==> src/design/bfpa_pkg.sv <==
// Shared types, constants and helpers for the best-fit partition allocator.
// No dependencies; imported by every module of the block.
package bfpa_pkg;

    localparam int MAX_SLOTS = 16;
    localparam int SIZE_BITS = 20;
    localparam int IDX_W     = (MAX_SLOTS > 2) ? $clog2(MAX_SLOTS) : 1;
    localparam int CNT_W     = $clog2(MAX_SLOTS + 1);
    localparam int FIELD_W   = 20;
    localparam int SUM_W     = 32;

    localparam logic [1:0] STAT_ALLOC    = 2'd0;
    localparam logic [1:0] STAT_NOFIT    = 2'd1;
    localparam logic [1:0] STAT_LOAD_OK  = 2'd2;
    localparam logic [1:0] STAT_LOAD_REJ = 2'd3;

    localparam logic OP_LOAD    = 1'b0;
    localparam logic OP_REQUEST = 1'b1;

    typedef logic [SIZE_BITS-1:0] t_size;
    typedef logic [IDX_W-1:0]     t_idx;

    typedef enum logic [1:0] {
        ST_IDLE,
        ST_SCAN,
        ST_FINISH
    } t_state;

    typedef struct packed {
        logic  active;
        t_idx  pos;
        t_size want;
        logic  found;
        t_idx  best_idx;
        t_size best_size;
    } t_tok;

    typedef struct packed {
        logic  wr;
        logic  clr;
        t_size size;
        logic  free;
    } t_cell_ctl;

    function automatic t_size field_to_size(input logic [FIELD_W-1:0] x);
        logic [SIZE_BITS+FIELD_W-1:0] ext;
        ext = {{SIZE_BITS{1'b0}}, x};
        return ext[SIZE_BITS-1:0];
    endfunction

    function automatic logic [FIELD_W-1:0] size_to_field(input t_size x);
        logic [SIZE_BITS+FIELD_W-1:0] ext;
        ext = {{FIELD_W{1'b0}}, x};
        return ext[FIELD_W-1:0];
    endfunction

    function automatic logic [3:0] idx_to_field(input t_idx x);
        logic [IDX_W+3:0] ext;
        ext = {4'b0000, x};
        return ext[3:0];
    endfunction

endpackage

==> src/design/best_fit_partition_allocator.sv <==
// Top level of the best-fit partition allocator: control, load bookkeeping,
// result register and the row of partition cells. Depends on bfpa_pkg, bfpa_cell.
//
// channel   direction  handshake                  payload
// request   in         i_in_valid / o_in_ready    i_opcode, i_item_size, i_start_free
// result    out        o_out_valid / i_out_ready  o_status, o_slot_index, o_waste,
//                                                 o_waste_total
// config    in         i_cfg_we                   i_cfg_wdata (memory_size)
//
// A load goes from idle straight to the finish step; an allocation passes through the
// scan state while the search record walks the cell row one cell per cycle.
// One request is in flight at a time; a new one is taken while the last result
// still waits in the output register, and the finish step holds on a full one.
// Reset is synchronous, active low, and clears all free marks and counters.
module best_fit_partition_allocator
    import bfpa_pkg::*;
(
    input  logic                i_clk,
    input  logic                i_rst_n,
    input  logic                i_cfg_we,
    input  logic [FIELD_W-1:0]  i_cfg_wdata,
    input  logic                i_in_valid,
    output logic                o_in_ready,
    input  logic                i_opcode,
    input  logic [FIELD_W-1:0]  i_item_size,
    input  logic                i_start_free,
    output logic                o_out_valid,
    input  logic                i_out_ready,
    output logic [1:0]          o_status,
    output logic [3:0]          o_slot_index,
    output logic [FIELD_W-1:0]  o_waste,
    output logic [SUM_W-1:0]    o_waste_total
);

    t_state r_state;
    t_state n_state;

    logic             r_op;
    t_size            r_want;
    logic             r_start_free;
    logic             r_found;
    t_idx             r_best_idx;
    t_size            r_best_size;
    logic [CNT_W-1:0] r_count;
    t_size            r_covered;
    logic             r_closed;
    logic [SUM_W-1:0] r_sum;
    t_size            r_mem_size;

    logic               r_out_valid;
    logic [1:0]         r_status;
    logic [3:0]         r_slot;
    logic [FIELD_W-1:0] r_waste;

    logic s_accept;
    logic s_go;
    logic s_inject;

    t_tok      s_head;
    t_tok      s_tok [MAX_SLOTS+1];
    t_cell_ctl s_ctl [MAX_SLOTS];

    logic             s_reject;
    t_size            s_room;
    logic             s_clip;
    t_size            s_load_size;
    t_size            s_waste;
    logic [SUM_W:0]   s_sum_ext;
    logic [SUM_W-1:0] s_sum_sat;

    // next state
    always_comb begin
        n_state = r_state;
        unique case (r_state)
            ST_IDLE: begin
                if (i_in_valid) begin
                    n_state = (i_opcode == OP_REQUEST) ? ST_SCAN : ST_FINISH;
                end
            end
            ST_SCAN: begin
                if (s_tok[MAX_SLOTS].active) begin
                    n_state = ST_FINISH;
                end
            end
            ST_FINISH: begin
                if (!r_out_valid || i_out_ready) begin
                    n_state = ST_IDLE;
                end
            end
            default: n_state = ST_IDLE;
        endcase
    end

    // state outputs
    always_comb begin
        o_in_ready = 1'b0;
        s_go       = 1'b0;
        unique case (r_state)
            ST_IDLE:   o_in_ready = 1'b1;
            ST_SCAN:   o_in_ready = 1'b0;
            ST_FINISH: s_go       = !r_out_valid || i_out_ready;
            default:   o_in_ready = 1'b0;
        endcase
        s_accept = o_in_ready && i_in_valid;
        s_inject = s_accept && (i_opcode == OP_REQUEST);
    end

    always_comb begin
        s_head.active    = s_inject;
        s_head.pos       = '0;
        s_head.want      = field_to_size(i_item_size);
        s_head.found     = 1'b0;
        s_head.best_idx  = '0;
        s_head.best_size = '0;
    end

    assign s_tok[0] = s_head;

    always_comb begin
        s_reject    = r_closed || (r_count >= CNT_W'(MAX_SLOTS));
        s_room      = (r_covered < r_mem_size) ? (r_mem_size - r_covered) : '0;
        s_clip      = r_want > s_room;
        s_load_size = s_clip ? s_room : r_want;
        s_waste     = r_best_size - r_want;
        s_sum_ext   = {1'b0, r_sum} + (SUM_W+1)'(s_waste);
        s_sum_sat   = s_sum_ext[SUM_W] ? {SUM_W{1'b1}} : s_sum_ext[SUM_W-1:0];
    end

    always_comb begin
        for (int i = 0; i < MAX_SLOTS; i++) begin
            s_ctl[i].wr   = s_go && (r_op == OP_LOAD) && !s_reject
                            && (r_count[IDX_W-1:0] == t_idx'(i));
            s_ctl[i].clr  = s_go && (r_op == OP_REQUEST) && r_found
                            && (r_best_idx == t_idx'(i));
            s_ctl[i].size = s_load_size;
            s_ctl[i].free = r_start_free;
        end
    end

    for (genvar g = 0; g < MAX_SLOTS; g++) begin : g_cell
        bfpa_cell u_cell (
            .i_clk   (i_clk),
            .i_rst_n (i_rst_n),
            .i_ctl   (s_ctl[g]),
            .i_tok   (s_tok[g]),
            .o_tok   (s_tok[g+1])
        );
    end

    always_ff @(posedge i_clk) begin
        if (s_accept) begin
            r_op         <= i_opcode;
            r_want       <= field_to_size(i_item_size);
            r_start_free <= i_start_free;
        end
        if (s_tok[MAX_SLOTS].active) begin
            r_found     <= s_tok[MAX_SLOTS].found;
            r_best_idx  <= s_tok[MAX_SLOTS].best_idx;
            r_best_size <= s_tok[MAX_SLOTS].best_size;
        end
        if (s_go) begin
            if (r_op == OP_LOAD) begin
                r_status <= s_reject ? STAT_LOAD_REJ : STAT_LOAD_OK;
                r_slot   <= s_reject ? 4'd0 : idx_to_field(r_count[IDX_W-1:0]);
                r_waste  <= '0;
            end else begin
                r_status <= r_found ? STAT_ALLOC : STAT_NOFIT;
                r_slot   <= r_found ? idx_to_field(r_best_idx) : 4'd0;
                r_waste  <= r_found ? size_to_field(s_waste) : '0;
            end
        end
        if (!i_rst_n) begin
            r_state     <= ST_IDLE;
            r_count     <= '0;
            r_covered   <= '0;
            r_closed    <= 1'b0;
            r_sum       <= '0;
            r_mem_size  <= field_to_size(20'hFFFFF);
            r_out_valid <= 1'b0;
        end else begin
            r_state <= n_state;
            if (i_cfg_we) begin
                r_mem_size <= field_to_size(i_cfg_wdata);
            end
            if (s_go) begin
                r_out_valid <= 1'b1;
            end else if (i_out_ready) begin
                r_out_valid <= 1'b0;
            end
            if (s_go && (r_op == OP_LOAD) && !s_reject) begin
                r_count   <= r_count + CNT_W'(1);
                r_covered <= r_covered + s_load_size;
                r_closed  <= r_closed || s_clip;
            end
            if (s_go && (r_op == OP_REQUEST) && r_found) begin
                r_sum <= s_sum_sat;
            end
        end
    end

    assign o_out_valid   = r_out_valid;
    assign o_status      = r_status;
    assign o_slot_index  = r_slot;
    assign o_waste       = r_waste;
    assign o_waste_total = r_sum;

`ifndef SYNTHESIS
    a_tail_in_scan: assert property (@(posedge i_clk) disable iff (!i_rst_n)
        s_tok[MAX_SLOTS].active |-> (r_state == ST_SCAN))
        else $error("search record left the cell row outside a scan");

    a_count_bound: assert property (@(posedge i_clk) disable iff (!i_rst_n)
        r_count <= CNT_W'(MAX_SLOTS))
        else $error("partition count beyond table size");

    a_sum_monotonic: assert property (@(posedge i_clk) disable iff (!i_rst_n)
        $past(i_rst_n) |-> (r_sum >= $past(r_sum)))
        else $error("fragmentation total decreased");

    a_idle_no_scan: assert property (@(posedge i_clk) disable iff (!i_rst_n)
        (r_state == ST_IDLE) |-> !s_tok[MAX_SLOTS].active)
        else $error("search record active while idle");
`endif

endmodule

==> src/design/bfpa_cell.sv <==
// One partition cell: holds a size and a free mark, and passes the best-fit
// search record to its neighbor each cycle. Depends on bfpa_pkg.
module bfpa_cell
    import bfpa_pkg::*;
(
    input  logic      i_clk,
    input  logic      i_rst_n,
    input  t_cell_ctl i_ctl,
    input  t_tok      i_tok,
    output t_tok      o_tok
);

    t_size r_size;
    logic  r_free;
    t_tok  r_tok;
    t_tok  n_tok;
    logic  s_take;

    always_comb begin
        s_take = i_tok.active && r_free && (r_size >= i_tok.want)
                 && (!i_tok.found || (r_size <= i_tok.best_size));
        n_tok     = i_tok;
        n_tok.pos = i_tok.pos + t_idx'(1);
        if (s_take) begin
            n_tok.found     = 1'b1;
            n_tok.best_idx  = i_tok.pos;
            n_tok.best_size = r_size;
        end
    end

    always_ff @(posedge i_clk) begin
        if (i_ctl.wr) begin
            r_size <= i_ctl.size;
        end
        if (!i_rst_n) begin
            r_free <= 1'b0;
            r_tok  <= '0;
        end else begin
            r_tok <= n_tok;
            if (i_ctl.wr) begin
                r_free <= i_ctl.free;
            end else if (i_ctl.clr) begin
                r_free <= 1'b0;
            end
        end
    end

    assign o_tok = r_tok;

endmodule

==> config.mk <==
export PLATFORM = sky130hd
export DESIGN_NAME = best_fit_partition_allocator
export DESIGN_NICKNAME = d
export VERILOG_FILES = /design/src/design/bfpa_pkg.sv /design/src/design/best_fit_partition_allocator.sv /design/src/design/bfpa_cell.sv
export SDC_FILE = /design/constraint.sdc
export NUM_CORES = 2
export LEC_CHECK = 0
export ABC_CLOCK_PERIOD_IN_PS = 8070
export BUFFER_PORTS_ARGS = -buffer_cell sky130_fd_sc_hd__buf_2
export CAP_MARGIN = 20
export CORE_MARGIN = 5
export CORE_UTILIZATION = 35
export CTS_CLUSTER_SIZE = 24
export DETAILED_ROUTE_END_ITERATION = 16
export SETUP_SLACK_MARGIN = 0.5
export SLEW_MARGIN = 25
export SYNTH_ARGS = -nofsm -noshare
export SYNTH_HDL_FRONTEND = slang
export SYNTH_SLANG_ARGS = --single-unit
==> constraint.sdc <==
create_clock -name i_clk -period 8.07 [get_ports i_clk]
set_input_delay 0.807 -clock i_clk [delete_from_list [all_inputs] [get_ports i_clk]]
set_output_delay 0.807 -clock i_clk [all_outputs]
set_load 0.05 [all_outputs]
==> out/results.txt <==
Placer Congestion: 0.911
DRT Pass-1 Iters: 6
1st-iter DRT viols: 2969
Vias per inst: 5.02
DRC: 0
Final-report max-slew violation count: 0
Number of synthesized flops with an enable pin: 393
Global route overflow: 0
IO Pins: 107
Biggest area consumer among synthesized cells: dfxtp_1
H-tree depth: 4
Syn. warnings: 0
Asr flop ratio synth: 0
Area growth syn-to-layout: 13.3%
Routed WL: 161 mm
Most used DFF post-synth: dfxtp_1
Area of the die: 0.176 mm2
Largest net degree at the start of global routing: 170
CP peak stage delay: 0.50 ns
Startpoint types: flop
Clk root buf: clkbuf_16
Routed WL per cell: 18.9 um
Tightest Hold Check Type: input pin to flop
Slew at the pin closest to its max-slew limit: 1.07 ns
Initial Util: 0.352
Status: complete, no violations
Mean area per synthesized cell: 9.66 um2
Fraction of layout cells with a size suffix above 1: 0.0762
Bufs on Longest Clock Path: 3
Netlist cell types: 83
Hold WS: 0.226 ns
PortBufs: 106
Mapped Cells: 6084
Initial antenna violation count: 5
Final setup fails: 0
Post-DP HPWL: 117 mm
Fin Setup TNS: 0 ns
Min cycle time layout: 7.00 ns
Placement Rows: 150
Post-DRT Antenna Nets: 0
Synthesized cell area: 0.0588 mm2
CP max-delay cell: o41a_1
Skew-Pair Late Insertion Delay: 0.77 ns
Leakage: 25.5 nW
Register area share after synthesis: 0.493
Hold-fix buffers at CTS: 0
CP Data Arrival Time: 7.64 ns
Total track usage: 0.180
Relative slew slack: 0.284
Num CTS Buffers: 137
Final core occ: 0.399
Postcts setup bufs: 0
Max_cap viols: 0
Fin. Hold Viols: 0
CTS clk-pin slew, worst paths: 0.06 ns
VDD IR max: 0.213 mV
Crit path capture type: flop
CTS tree: done
Req. time, crit path: 8.71 ns
PostCTS Resize Cnt: 0
Fmax: 143 MHz
CP Max Fanout: 9
RSZ-0062 raised after global routing: false
Ranking of synthesized cells by area: dfxtp_1 (29%), edfxtp_1 (20%), ha_1 (16%)
Via count: 42.7k
Syn Nets: 6870
Nets: 6958
Vias in the first global route: 42.6k
CP dominant cell by count: a21oi_1
First-pass GRT wire length: 246 mm
Core ar.: 0.167 mm2
Post-synth top area share: 0.292
Inserted Diodes: 0
#FFs+latches synth: 1250
DIE WIDTH: 420 um
Final worst-path cycle share: 0.867
Critical path class: flop to flop
Die height: 420 um
Clock Skew: 0.0271 ns
Power density cells: 219 mW/mm2
Num Clock Sinks: 1250
cell usage in the layout (no fill, tap or decap), drive strengths merged, types with 51 or more instances in the layout:
| cell type | instances |
|---|---|
| dfxtp | 857 |
| ha | 735 |
| inv | 690 |
| nor2 | 554 |
| nand2 | 517 |
| o21ai | 460 |
| edfxtp | 393 |
| nand3 | 385 |
| a21oi | 274 |
| clkbuf | 189 |
| a21o | 187 |
| buf | 176 |
| nand4 | 97 |
| and2 | 88 |
| o31ai | 66 |
| nor3 | 62 |
| nor2b | 53 |
| xnor2 | 52 |
| mux2i | 51 |
cell families after synthesis:
family / share of synthesized area
AND/OR/NAND/NOR: 0.144
buffers and inverters: 0.0587
flip-flops: 0.493
AO/OA/AOI/OAI: 0.124
multiplexers: 0.00907
adder cells (fa/ha/maj): 0.158
XOR/XNOR: 0.0133
layer usage:
layer  vias up  GRT usage  share of wire  wire length, um
met4         0     0.0560          0.029             4710
met3       258     0.0250          0.046             7320
met2       924      0.306           0.47            76000
li1      21200          -              -                -
met5         -          0              0                0
met1     20300      0.238           0.45            72900
sequential cells by signal (all words and copies together), names as in the netlist, 16 cells and up:
signal / count
g_cell.u_cell.r_size: 320
o_waste: 20
g_cell.u_cell.r_free: 16
g_cell.u_cell.o_tok: 760
r_want: 20
r_covered: 20
r_mem_size: 20
o_waste_total: 32
r_best_size: 20
path summary, 6_finish.rpt:
kind / from / end / slack [ns] / cells past startpoint
max reg2reg: r_mem_size[0]$_SDFFE_PN1P_ / r_covered[19]$_SDFFE_PN0P_ / 1.07 / 30
min reg2reg: g_cell[15].u_cell.o_tok[2]$_SDFF_PN0_ / r_best_size[2]$_DFFE_PP_ / 0.40 / 0
max: r_mem_size[0]$_SDFFE_PN1P_ / r_covered[19]$_SDFFE_PN0P_ / 1.07 / 30
min: i_start_free / r_start_free$_DFFE_PP_ / 0.23 / 1
metrics by stage:
step | area [um2] | power [mW] | std cells | setup WS, ns
after floorplan | 58800 | 7.59 | 6084 | 1.57
after global placement | 61900 | 8.33 | 8233 | 0.949
after detailed placement | 61900 | 8.34 | 8233 | 0.972
after CTS | 66500 | 14.7 | 8488 | 0.940
after global routing | 66600 | 15.1 | 8492 | 0.613
final | 66600 | 14.6 | 8492 | 1.07
critical path: cells and delay by family, from the launching register on:
kind / cells / cell delay (ns)
flops: 1 / 0.30
xor+xnor: 1 / 0.16
simple gates: 3 / 0.55
fa+ha+maj: 4 / 1.23
compound gates: 17 / 3.98
buf+inv: 5 / 0.68
synth_stat cells, drive strengths merged, types with 37 or more instances:
library cell / count
clkbuf: 171
nand3: 385
nor3: 62
mux2i: 51
nand4: 97
nand2: 517
a21o: 187
buf: 56
o31ai: 66
a21oi: 274
inv: 681
xnor2: 52
nor2b: 53
and2: 88
ha: 735
nor2: 554
edfxtp: 393
xor2: 37
nand2b: 38
o21ai: 460
dfxtp: 857
where the power goes:
| group | leakage [nW] | total [mW] | internal [mW] | switching [mW] |
|---|---|---|---|---|
| logic | 12.7 | 1.43 | 0.352 | 1.08 |
| registers | 10.5 | 6.79 | 6.74 | 0.0477 |
| clock network | 2.25 | 6.36 | 3.72 | 2.64 |
final cells by class:
| type | count | area, um2 |
|---|---|---|
| sequential | 1250 | 29000 |
| timing repair buffer | 176 | 1110 |
| clock buffer | 189 | 3950 |
| clock inverter | 66 | 691 |
| inverter | 681 | 2560 |
| multi-input combinational | 3926 | 26600 |
| tap | 2204 | 2760 |
| fill | 16300 | 100000 |
Note: power is estimated with default switching activity, not from simulation.
